$ cat src/rtl/ipag_pkg.sv
package ipag_pkg;

	localparam int COORD_W = 14;
	localparam int ADDR_W  = 32;
	localparam int TAP_W   = 6;

	// APB register map, one 32-bit word per register
	localparam int PADDR_W = 5;
	localparam int PDATA_W = 32;
	localparam int REG_IDX_W = 3;

	localparam logic [REG_IDX_W-1:0] REG_STRIDE_ROWS   = 3'd0;
	localparam logic [REG_IDX_W-1:0] REG_STRIDE_COLS   = 3'd1;
	localparam logic [REG_IDX_W-1:0] REG_DILATION_ROWS = 3'd2;
	localparam logic [REG_IDX_W-1:0] REG_DILATION_COLS = 3'd3;
	localparam logic [REG_IDX_W-1:0] REG_PAD_TOP       = 3'd4;
	localparam logic [REG_IDX_W-1:0] REG_PAD_LEFT      = 3'd5;
	localparam logic [REG_IDX_W-1:0] REG_IN_HEIGHT     = 3'd6;
	localparam logic [REG_IDX_W-1:0] REG_IN_WIDTH      = 3'd7;

	// position queue between front and back
	localparam int QUEUE_DEPTH = 8;
	localparam int QPTR_W      = 3;
	localparam int QCNT_W      = 4;

	typedef struct packed {
		logic [4:0]  stride_rows;
		logic [4:0]  stride_cols;
		logic [4:0]  dilation_rows;
		logic [4:0]  dilation_cols;
		logic [7:0]  pad_top;
		logic [7:0]  pad_left;
		logic [12:0] in_height;
		logic [12:0] in_width;
	} cfg_t;

	// one output position, reduced to tap-0 coordinates plus per-tap increments
	typedef struct packed {
		logic signed [COORD_W-1:0] row0;
		logic signed [COORD_W-1:0] col0;
		logic [ADDR_W-1:0]         row_acc0;   // src batch base + row0*W*BLOCK
		logic [ADDR_W-1:0]         row_step;   // dilation_rows*W*BLOCK
		logic [ADDR_W-1:0]         col_acc0;   // col0*BLOCK
		logic [ADDR_W-1:0]         col_step;   // dilation_cols*BLOCK
		logic [ADDR_W-1:0]         dst_base;
	} pos_t;

endpackage

$ cat src/rtl/ipag_cfg_regs.sv
module ipag_cfg_regs
	import ipag_pkg::*;
(
	input  logic               clk,
	input  logic               arst_n,
	input  logic               psel,
	input  logic               penable,
	input  logic               pwrite,
	input  logic [PADDR_W-1:0] paddr,
	input  logic [PDATA_W-1:0] pwdata,
	output logic [PDATA_W-1:0] prdata,
	output logic               pready,
	output cfg_t               cfg
);

	logic                 wr_en;
	logic [REG_IDX_W-1:0] idx;
	cfg_t                 cfg_q;

	assign pready = 1'b1;
	assign wr_en  = psel && penable && pwrite;
	assign idx    = paddr[PADDR_W-1:2];
	assign cfg    = cfg_q;

	always_ff @(posedge clk or negedge arst_n) begin
		if (!arst_n) begin
			cfg_q.stride_rows   <= 5'd1;
			cfg_q.stride_cols   <= 5'd1;
			cfg_q.dilation_rows <= 5'd1;
			cfg_q.dilation_cols <= 5'd1;
			cfg_q.pad_top       <= 8'd0;
			cfg_q.pad_left      <= 8'd0;
			cfg_q.in_height     <= 13'd64;
			cfg_q.in_width      <= 13'd64;
		end else if (wr_en) begin
			unique case (idx)
				REG_STRIDE_ROWS:   cfg_q.stride_rows   <= pwdata[4:0];
				REG_STRIDE_COLS:   cfg_q.stride_cols   <= pwdata[4:0];
				REG_DILATION_ROWS: cfg_q.dilation_rows <= pwdata[4:0];
				REG_DILATION_COLS: cfg_q.dilation_cols <= pwdata[4:0];
				REG_PAD_TOP:       cfg_q.pad_top       <= pwdata[7:0];
				REG_PAD_LEFT:      cfg_q.pad_left      <= pwdata[7:0];
				REG_IN_HEIGHT:     cfg_q.in_height     <= pwdata[12:0];
				REG_IN_WIDTH:      cfg_q.in_width      <= pwdata[12:0];
				default: ;
			endcase
		end
	end

	always_comb begin
		unique case (idx)
			REG_STRIDE_ROWS:   prdata = PDATA_W'(cfg_q.stride_rows);
			REG_STRIDE_COLS:   prdata = PDATA_W'(cfg_q.stride_cols);
			REG_DILATION_ROWS: prdata = PDATA_W'(cfg_q.dilation_rows);
			REG_DILATION_COLS: prdata = PDATA_W'(cfg_q.dilation_cols);
			REG_PAD_TOP:       prdata = PDATA_W'(cfg_q.pad_top);
			REG_PAD_LEFT:      prdata = PDATA_W'(cfg_q.pad_left);
			REG_IN_HEIGHT:     prdata = PDATA_W'(cfg_q.in_height);
			REG_IN_WIDTH:      prdata = PDATA_W'(cfg_q.in_width);
			default:           prdata = '0;
		endcase
	end

endmodule

$ cat src/rtl/ipag_front.sv
module ipag_front
	import ipag_pkg::*;
#(
	parameter int KERNEL_H  = 3,
	parameter int KERNEL_W  = 3,
	parameter int CH_BLOCKS = 8,
	parameter int BLOCK     = 8,
	parameter int OUT_H     = 64,
	parameter int OUT_W     = 64
) (
	input  logic              clk,
	input  logic              arst_n,
	input  cfg_t              cfg,
	input  logic              in_valid,
	output logic              in_ready,
	input  logic [3:0]        batch_index,
	input  logic [5:0]        out_row,
	input  logic [5:0]        out_col,
	input  logic [QCNT_W-1:0] q_count,
	output logic              q_push,
	output pos_t              q_data
);

	localparam int CHANS = CH_BLOCKS * BLOCK;
	localparam int BC_W  = 4 + $clog2(CHANS + 1);
	localparam int WB_W  = 13 + $clog2(BLOCK + 1);
	localparam logic [63:0] DST_B_64 =
		64'(KERNEL_H) * 64'(KERNEL_W) * 64'(CHANS) * 64'(OUT_H) * 64'(OUT_W);
	localparam logic [63:0] DST_ROW_64 = 64'(OUT_W) * 64'(BLOCK);
	localparam logic [ADDR_W-1:0] DST_B_STRIDE   = DST_B_64[ADDR_W-1:0];
	localparam logic [ADDR_W-1:0] DST_ROW_STRIDE = DST_ROW_64[ADDR_W-1:0];
	localparam logic [ADDR_W-1:0] BLOCK_A        = ADDR_W'(BLOCK);

	logic in_fire;
	logic v_s1, v_s2, v_s3;
	logic [QCNT_W:0] occupancy;

	// stage 1
	logic [BC_W-1:0]           bc_s1;
	logic [25:0]               hw_s1;
	logic [WB_W-1:0]           wb_s1;
	logic signed [COORD_W-1:0] row0_s1, col0_s1;
	logic [ADDR_W-1:0]         dst_s1, cstep_s1;
	// stage 2
	logic [ADDR_W-1:0]         sbase_s2, rowa_s2, rstep_s2, cola_s2, dst_s2, cstep_s2;
	logic signed [COORD_W-1:0] row0_s2, col0_s2;
	// stage 3
	pos_t                      pos_s3;

	// credit: everything in flight must fit the queue
	assign occupancy = (QCNT_W+1)'(q_count) + (QCNT_W+1)'(v_s1) + (QCNT_W+1)'(v_s2)
		+ (QCNT_W+1)'(v_s3);
	assign in_ready  = occupancy < (QCNT_W+1)'(QUEUE_DEPTH);
	assign in_fire   = in_valid && in_ready;

	always_ff @(posedge clk or negedge arst_n) begin
		if (!arst_n) begin
			v_s1 <= 1'b0;
			v_s2 <= 1'b0;
			v_s3 <= 1'b0;
		end else begin
			v_s1 <= in_fire;
			v_s2 <= v_s1;
			v_s3 <= v_s2;
		end
	end

	always_ff @(posedge clk) begin
		bc_s1    <= BC_W'(batch_index) * BC_W'(CHANS);
		hw_s1    <= 26'(cfg.in_height) * 26'(cfg.in_width);
		wb_s1    <= WB_W'(cfg.in_width) * WB_W'(BLOCK);
		row0_s1  <= {3'b000, 11'(out_row) * 11'(cfg.stride_rows)} - {6'd0, cfg.pad_top};
		col0_s1  <= {3'b000, 11'(out_col) * 11'(cfg.stride_cols)} - {6'd0, cfg.pad_left};
		dst_s1   <= ADDR_W'(batch_index) * DST_B_STRIDE + ADDR_W'(out_row) * DST_ROW_STRIDE
			+ ADDR_W'(out_col) * BLOCK_A;
		cstep_s1 <= ADDR_W'(cfg.dilation_cols) * BLOCK_A;

		sbase_s2 <= ADDR_W'(bc_s1) * ADDR_W'(hw_s1);
		rowa_s2  <= ADDR_W'(row0_s1) * ADDR_W'(wb_s1);
		rstep_s2 <= ADDR_W'(cfg.dilation_rows) * ADDR_W'(wb_s1);
		cola_s2  <= ADDR_W'(col0_s1) * BLOCK_A;
		dst_s2   <= dst_s1;
		cstep_s2 <= cstep_s1;
		row0_s2  <= row0_s1;
		col0_s2  <= col0_s1;

		pos_s3.row0     <= row0_s2;
		pos_s3.col0     <= col0_s2;
		pos_s3.row_acc0 <= sbase_s2 + rowa_s2;
		pos_s3.row_step <= rstep_s2;
		pos_s3.col_acc0 <= cola_s2;
		pos_s3.col_step <= cstep_s2;
		pos_s3.dst_base <= dst_s2;
	end

	assign q_push = v_s3;
	assign q_data = pos_s3;

endmodule

$ cat src/rtl/ipag_queue.sv
module ipag_queue
	import ipag_pkg::*;
(
	input  logic              clk,
	input  logic              arst_n,
	input  logic              push,
	input  pos_t              wr_data,
	input  logic              pop,
	output pos_t              rd_data,
	output logic [QCNT_W-1:0] count
);

	pos_t              mem_q [QUEUE_DEPTH];
	logic [QPTR_W-1:0] wr_ptr_q, rd_ptr_q;
	logic [QCNT_W-1:0] count_q;

	assign rd_data = mem_q[rd_ptr_q];
	assign count   = count_q;

	always_ff @(posedge clk or negedge arst_n) begin
		if (!arst_n) begin
			wr_ptr_q <= '0;
			rd_ptr_q <= '0;
			count_q  <= '0;
		end else begin
			if (push) wr_ptr_q <= wr_ptr_q + 1'b1;
			if (pop)  rd_ptr_q <= rd_ptr_q + 1'b1;
			if (push && !pop)      count_q <= count_q + 1'b1;
			else if (!push && pop) count_q <= count_q - 1'b1;
		end
	end

	always_ff @(posedge clk) begin
		if (push) mem_q[wr_ptr_q] <= wr_data;
	end

endmodule

$ cat src/rtl/ipag_back.sv
module ipag_back
	import ipag_pkg::*;
#(
	parameter int KERNEL_H  = 3,
	parameter int KERNEL_W  = 3,
	parameter int CH_BLOCKS = 8,
	parameter int BLOCK     = 8,
	parameter int OUT_H     = 64,
	parameter int OUT_W     = 64
) (
	input  logic                      clk,
	input  logic                      arst_n,
	input  cfg_t                      cfg,
	input  logic [QCNT_W-1:0]         q_count,
	input  pos_t                      q_data,
	output logic                      q_pop,
	output logic                      out_valid,
	input  logic                      out_ready,
	output logic signed [COORD_W-1:0] src_row,
	output logic signed [COORD_W-1:0] src_col,
	output logic                      is_padding,
	output logic [ADDR_W-1:0]         src_addr,
	output logic [ADDR_W-1:0]         dst_addr,
	output logic [TAP_W-1:0]          tap_index,
	output logic                      last_tap
);

	localparam int KH_W = (KERNEL_H > 1) ? $clog2(KERNEL_H) : 1;
	localparam int KW_W = (KERNEL_W > 1) ? $clog2(KERNEL_W) : 1;
	localparam logic [KH_W-1:0] KH_LAST = KH_W'(KERNEL_H - 1);
	localparam logic [KW_W-1:0] KW_LAST = KW_W'(KERNEL_W - 1);
	localparam logic [63:0] TAP_STRIDE_64 =
		64'(CH_BLOCKS) * 64'(BLOCK) * 64'(OUT_H) * 64'(OUT_W);
	localparam logic [ADDR_W-1:0] TAP_STRIDE = TAP_STRIDE_64[ADDR_W-1:0];

	logic            busy_q, out_valid_q;
	logic [KH_W-1:0] kh_q;
	logic [KW_W-1:0] kw_q;
	logic [TAP_W-1:0] tap_q;

	logic signed [COORD_W-1:0] row_q, col_q, col0_q;
	logic [ADDR_W-1:0] row_acc_q, col_acc_q, col_acc0_q, row_step_q, col_step_q, dst_q;

	logic issue, last_kw, last, pad, q_nonempty;

	assign q_nonempty = q_count != '0;
	assign issue      = busy_q && (!out_valid_q || out_ready);
	assign last_kw    = kw_q == KW_LAST;
	assign last       = last_kw && (kh_q == KH_LAST);
	assign q_pop      = q_nonempty && (!busy_q || (issue && last));

	// outside the image when negative or at/after the size
	assign pad = row_q[COORD_W-1] || (row_q >= $signed({1'b0, cfg.in_height}))
		|| col_q[COORD_W-1] || (col_q >= $signed({1'b0, cfg.in_width}));

	always_ff @(posedge clk or negedge arst_n) begin
		if (!arst_n) begin
			busy_q      <= 1'b0;
			kh_q        <= '0;
			kw_q        <= '0;
			tap_q       <= '0;
			out_valid_q <= 1'b0;
		end else begin
			if (q_pop) begin
				busy_q <= 1'b1;
				kh_q   <= '0;
				kw_q   <= '0;
				tap_q  <= '0;
			end else if (issue) begin
				if (last) busy_q <= 1'b0;
				tap_q <= tap_q + 1'b1;
				if (last_kw) begin
					kw_q <= '0;
					kh_q <= kh_q + 1'b1;
				end else begin
					kw_q <= kw_q + 1'b1;
				end
			end
			if (issue)          out_valid_q <= 1'b1;
			else if (out_ready) out_valid_q <= 1'b0;
		end
	end

	always_ff @(posedge clk) begin
		if (q_pop) begin
			row_q      <= q_data.row0;
			col_q      <= q_data.col0;
			col0_q     <= q_data.col0;
			row_acc_q  <= q_data.row_acc0;
			col_acc_q  <= q_data.col_acc0;
			col_acc0_q <= q_data.col_acc0;
			row_step_q <= q_data.row_step;
			col_step_q <= q_data.col_step;
			dst_q      <= q_data.dst_base;
		end else if (issue) begin
			dst_q <= dst_q + TAP_STRIDE;
			if (last_kw) begin
				col_q     <= col0_q;
				col_acc_q <= col_acc0_q;
				row_q     <= row_q + $signed({9'd0, cfg.dilation_rows});
				row_acc_q <= row_acc_q + row_step_q;
			end else begin
				col_q     <= col_q + $signed({9'd0, cfg.dilation_cols});
				col_acc_q <= col_acc_q + col_step_q;
			end
		end
		if (issue) begin
			src_row    <= row_q;
			src_col    <= col_q;
			is_padding <= pad;
			src_addr   <= pad ? '0 : row_acc_q + col_acc_q;
			dst_addr   <= dst_q;
			tap_index  <= tap_q;
			last_tap   <= last;
		end
	end

	assign out_valid = out_valid_q;

endmodule

$ cat src/rtl/image_patch_address_generator.sv
// Image patch address generator (im2col with stride, dilation and padding).
// Input channel: in_valid/in_ready transfers one output position
//   (batch_index, out_row, out_col).
// Output channel: out_valid/out_ready; each position yields KERNEL_H*KERNEL_W
//   transfers, one per kernel tap in row-major order, last_tap set on the final
//   one. Each carries the tap's input coordinates, is_padding, the source address
//   of channel block 0 (0 for padding taps) and the destination address.
// Throughput: one tap per cycle while out_ready holds, set by the tap sequencer
//   in the back end. Positions follow each other with no gap between their tap
//   bursts when the next one already waits in the queue.
// Path of a position: the 3-stage front pipeline, the queue, the tap sequencer
//   registers in the back end, then the output register.
// A queue of 8 positions sits between front and back; the front takes new
//   positions while the back is busy or stalled, until queue and pipeline fill it.
// Receiver stall: the output register holds its tap; the sequencer waits.
// Reset (arst_n low): registers return to their defaults, the queue and all
//   pipelines empty. Config registers sit on an APB port at 4*index and may be
//   written only while the block is idle.
module image_patch_address_generator
	import ipag_pkg::*;
#(
	parameter int KERNEL_H  = 3,
	parameter int KERNEL_W  = 3,
	parameter int CH_BLOCKS = 8,
	parameter int BLOCK     = 8,
	parameter int OUT_H     = 64,
	parameter int OUT_W     = 64
) (
	input  logic                      clk,
	input  logic                      arst_n,
	// config
	input  logic                      psel,
	input  logic                      penable,
	input  logic                      pwrite,
	input  logic [PADDR_W-1:0]        paddr,
	input  logic [PDATA_W-1:0]        pwdata,
	output logic [PDATA_W-1:0]        prdata,
	output logic                      pready,
	// positions
	input  logic                      in_valid,
	output logic                      in_ready,
	input  logic [3:0]                batch_index,
	input  logic [5:0]                out_row,
	input  logic [5:0]                out_col,
	// taps
	output logic                      out_valid,
	input  logic                      out_ready,
	output logic signed [COORD_W-1:0] src_row,
	output logic signed [COORD_W-1:0] src_col,
	output logic                      is_padding,
	output logic [ADDR_W-1:0]         src_addr,
	output logic [ADDR_W-1:0]         dst_addr,
	output logic [TAP_W-1:0]          tap_index,
	output logic                      last_tap
);

	cfg_t              cfg;
	logic              q_push, q_pop;
	pos_t              q_wr, q_rd;
	logic [QCNT_W-1:0] q_count;

	ipag_cfg_regs u_regs (
		.clk     (clk),
		.arst_n  (arst_n),
		.psel    (psel),
		.penable (penable),
		.pwrite  (pwrite),
		.paddr   (paddr),
		.pwdata  (pwdata),
		.prdata  (prdata),
		.pready  (pready),
		.cfg     (cfg)
	);

	// front: per-position bases, credit-checked against the queue
	ipag_front #(
		.KERNEL_H  (KERNEL_H),
		.KERNEL_W  (KERNEL_W),
		.CH_BLOCKS (CH_BLOCKS),
		.BLOCK     (BLOCK),
		.OUT_H     (OUT_H),
		.OUT_W     (OUT_W)
	) u_front (
		.clk         (clk),
		.arst_n      (arst_n),
		.cfg         (cfg),
		.in_valid    (in_valid),
		.in_ready    (in_ready),
		.batch_index (batch_index),
		.out_row     (out_row),
		.out_col     (out_col),
		.q_count     (q_count),
		.q_push      (q_push),
		.q_data      (q_wr)
	);

	ipag_queue u_queue (
		.clk     (clk),
		.arst_n  (arst_n),
		.push    (q_push),
		.wr_data (q_wr),
		.pop     (q_pop),
		.rd_data (q_rd),
		.count   (q_count)
	);

	// back: walks the taps incrementally, one per cycle unless the receiver stalls
	ipag_back #(
		.KERNEL_H  (KERNEL_H),
		.KERNEL_W  (KERNEL_W),
		.CH_BLOCKS (CH_BLOCKS),
		.BLOCK     (BLOCK),
		.OUT_H     (OUT_H),
		.OUT_W     (OUT_W)
	) u_back (
		.clk        (clk),
		.arst_n     (arst_n),
		.cfg        (cfg),
		.q_count    (q_count),
		.q_data     (q_rd),
		.q_pop      (q_pop),
		.out_valid  (out_valid),
		.out_ready  (out_ready),
		.src_row    (src_row),
		.src_col    (src_col),
		.is_padding (is_padding),
		.src_addr   (src_addr),
		.dst_addr   (dst_addr),
		.tap_index  (tap_index),
		.last_tap   (last_tap)
	);

`ifndef SYNTHESIS
	a_queue_no_overflow: assert property (@(posedge clk) disable iff (!arst_n)
		!(q_push && !q_pop && (q_count == QCNT_W'(QUEUE_DEPTH))))
		else $error("position queue overflow");

	a_queue_no_underflow: assert property (@(posedge clk) disable iff (!arst_n)
		q_pop |-> (q_count != '0))
		else $error("pop from empty position queue");

	a_last_tap_index: assert property (@(posedge clk) disable iff (!arst_n)
		(out_valid && last_tap) |-> (tap_index == TAP_W'(KERNEL_H * KERNEL_W - 1)))
		else $error("last_tap on wrong tap");

	a_pad_addr_zero: assert property (@(posedge clk) disable iff (!arst_n)
		(out_valid && is_padding) |-> (src_addr == '0))
		else $error("padding tap with nonzero source address");
`endif

endmodule

$ cat config.mk
export PLATFORM = sky130hd
export DESIGN_NAME = image_patch_address_generator
export DESIGN_NICKNAME = d
export VERILOG_FILES = /design/src/rtl/ipag_pkg.sv /design/src/rtl/ipag_cfg_regs.sv /design/src/rtl/ipag_front.sv /design/src/rtl/ipag_queue.sv /design/src/rtl/ipag_back.sv /design/src/rtl/image_patch_address_generator.sv
export SDC_FILE = /design/constraint.sdc
export NUM_CORES = 2
export LEC_CHECK = 0
export BUFFER_PORTS_ARGS = -buffer_cell sky130_fd_sc_hd__buf_4
export CAP_MARGIN = 20
export CORE_ASPECT_RATIO = 1.25
export CORE_MARGIN = 1.5
export CORE_UTILIZATION = 55
export DETAILED_ROUTE_END_ITERATION = 7
export GPL_TIMING_DRIVEN = 0
export PLACE_DENSITY_LB_ADDON = 0.08
export SLEW_MARGIN = 20
export SYNTH_ARGS = -nofsm -noshare
export SYNTH_HDL_FRONTEND = slang
export SYNTH_SLANG_ARGS = --single-unit
$ cat constraint.sdc
create_clock -name clk -period 20.3 [get_ports clk]
set_input_delay 0 -clock clk [delete_from_list [all_inputs] [get_ports clk]]
set_output_delay 0 -clock clk [all_outputs]
set_load 0.01 [all_outputs]
==> results.ini <==
[min_path]
min_path_type=in -> reg

[sta]
finalClockSkew_ns=0.0247
drv_slew=0
worstMarginPinSlew_ns=1.23
finalCritPeriodShare=0.334
tns_ns=0
rsz0062_at_grt=no
relSlewSlack=0.175
maxClockFrequency_mhz=148
setup_viol=0
hold_viol=0
period_minus_slack_ns=6.77

[clock_tree]
cts.clk_slew.worst_paths_ns=0.06
ctsLongestPathBuffers=3
cts.sinks=1406
post_cts_resized=0
cts_buffers=139
h-tree-depth=4
cts_setup_buffers=0
clock_latency_ns=0.79
postCtsHoldBufs=70
root_buffer=clkbuf_16
cts_tree=yes

[placement]
finalWeightedCongestion=0.931
port_buffers=146
place_hpwl_um=139000

[die]
die_w_um=326
pin_count=195
die_h_um=407
initial_utilization=0.556
num_rows=147
core_mm2=0.129
dieArea_mm2=0.132

[synth]
syn_area_mm2=0.0717
ys_seq_elements=1406
yosysTopAreaCellShare=0.424
ys_types=95
syn_inst=5339
synth-edff-count=1012
ys_top_cells_by_area=edfxtp_1, fa_1, dfxtp_1
synth_warnings=0
ys_async_sr_fraction=0.0619
synth_seq_area_share=0.540
postSynthAreaPerCell_um2=13.4
synth_largest_area_cell=edfxtp_1
synthFlopType=edfxtp_1

[worst_setup_path]
crit_required_ns=20.98
end_kind=register
arrival_ns=7.46
worstSetupStartpointType=register
cp_max_fo=9
critPathKind=reg -> reg

[route]
drtIter0Drc=3334
dr.pass1.iters=5
viasPerCell=5.74
wl_per_cell_um=24.3
drc=0
vias=43800
routed_wl_um=186000
final_antenna_net_count=0

[cells_and_area]
nets=6593
nFillCells=9758
final_common_cell=edfxtp_1
post_route_cells_drive_above_1_share=0.135
layout_common_cells=edfxtp_1, inv_1, nand2_1, fa_1, ha_1
syn_to_final_growth_pct=13.9

[flow_run]
cap_viol_max_count=0

[run_status]
outcome=completed

[global_route]
grt_pass1_wl_um=277000
antenna_found_initial=12
grt_pass1_vias=44488
grtUsageTotal=0.286
grt.overflow.total=0
grt_max_degree=82

## synth_stat cells, drive strengths merged, types with 134 or more instances
cell type	count
xnor2	134
dfxtp	307
mux4	197
o21ai	163
inv	607
ha	339
fa	407
and2	184
nor2	283
nand2	448
a21oi	188
edfxtp	1012
## area by class of cell
class / count / area [um^2] / area share
Multi-Input combinational cell: 3143 / 29900 / 0.366
Buffer: 196 / 878 / 0.0108
Sequential cell: 1406 / 38700 / 0.474
Antenna cell: 10 / 25.0 / 0.000307
Clock inverter: 72 / 783 / 0.00960
Inverter: 618 / 2320 / 0.0285
Tap cell: 1713 / 2140 / 0.0263
Timing Repair Buffer: 283 / 2930 / 0.0358
Clock buffer: 186 / 3900 / 0.0478
## worst max-delay path, cell delays in order, from the launching register on
cell       delay, ns
dfstp_2         0.52
clkbuf_1        0.59
clkinv_1        0.54
nor2_1          0.25
fa_1            0.43
inv_1           0.08
fa_1            0.40
inv_1           0.08
fa_1            0.46
fa_1            0.54
inv_1           0.05
fa_1            0.47
inv_1           0.04
ha_1            0.22
or3_1           0.37
o21ai_0         0.11
a211o_1         0.19
a31oi_1         0.13
a2111oi_0       0.65
o31ai_1         0.19
a21oi_1         0.20
xnor2_1         0.16
## cell families (layout without fill, tap and decap cells)
kind of cell / after synthesis / after routing / synth area share
xor gates and xnor gates: 216 / 216 / 0.0264
DFF: 1406 / 1406 / 0.540
and+or+nand+nor: 1191 / 1191 / 0.0781
buffers and inverters: 814 / 1355 / 0.0445
other: 2 / 36 / 0.000105
AOI/OAI and AO/OA: 648 / 648 / 0.0579
muxes: 316 / 316 / 0.0797
adders and majority gates: 746 / 746 / 0.173
## per-layer routing
layer,part of all wire,routed length [um],track usage
met1,0.40,73500,0.364
met2,0.50,92400,0.490
met3,0.060,11200,0.0415
met4,0.046,8520,0.125
met5,0.000054,10,0
## path summary, 6_finish.rpt
kind / start / endpoint / slack [ns] / depth (start not counted)
worst max-delay path: u_regs.cfg[19]$_DFFE_PN1P_ / u_front.hw_s1[25]$_DFF_P_ / 13.53 / 21
max in group asynchronous: arst_n / u_regs.cfg[22]$_DFFE_PN0P_ / 19.31 / 4
min in group asynchronous: arst_n / u_regs.cfg[52]$_DFFE_PN1P_ / 0.42 / 3
worst min-delay path: psel / u_regs.cfg[58]$_DFFE_PN0P_ / 0.02 / 5
worst max register to register: u_regs.cfg[19]$_DFFE_PN1P_ / u_front.hw_s1[25]$_DFF_P_ / 13.53 / 21
worst min register to register: u_front.col0_s1[3]$_DFF_P_ / u_front.cola_s2[6]$_DFF_P_ / 0.33 / 0
## through the flow
stage	hold WS (ns)	cell area [um^2]	worst slack, ns	cells	util
4_1_cts	0.00131	81600	13.58	7617	0.633
6_report	0.0183	81600	13.53	7627	0.633
3_3_place_gp	0.123	75000	5.03	7222	0.582
3_5_place_dp	0.115	76200	13.65	7289	0.591
2_1_floorplan	-0.296	71700	12.56	5363	-
5_1_grt	0.0447	81600	13.19	7617	0.633
## state kept, by name, indices dropped and copies added (netlist names), 18 cells and up
name,flops
u_back.col_acc_q,32
u_back.dst_addr,26
u_back.dst_q,26
u_back.row_acc_q,29
u_back.row_step_q,18
u_back.src_addr,32
u_front.dst_s2,20
u_front.hw_s1,26
u_front.q_data,96
u_front.rowa_s2,29
u_front.rstep_s2,18
u_front.sbase_s2,26
u_queue.mem_q,768
u_regs.cfg,62
Power is not shown: default switching activity piles up to over one toggle a cycle in this logic, so the estimate is an artifact.
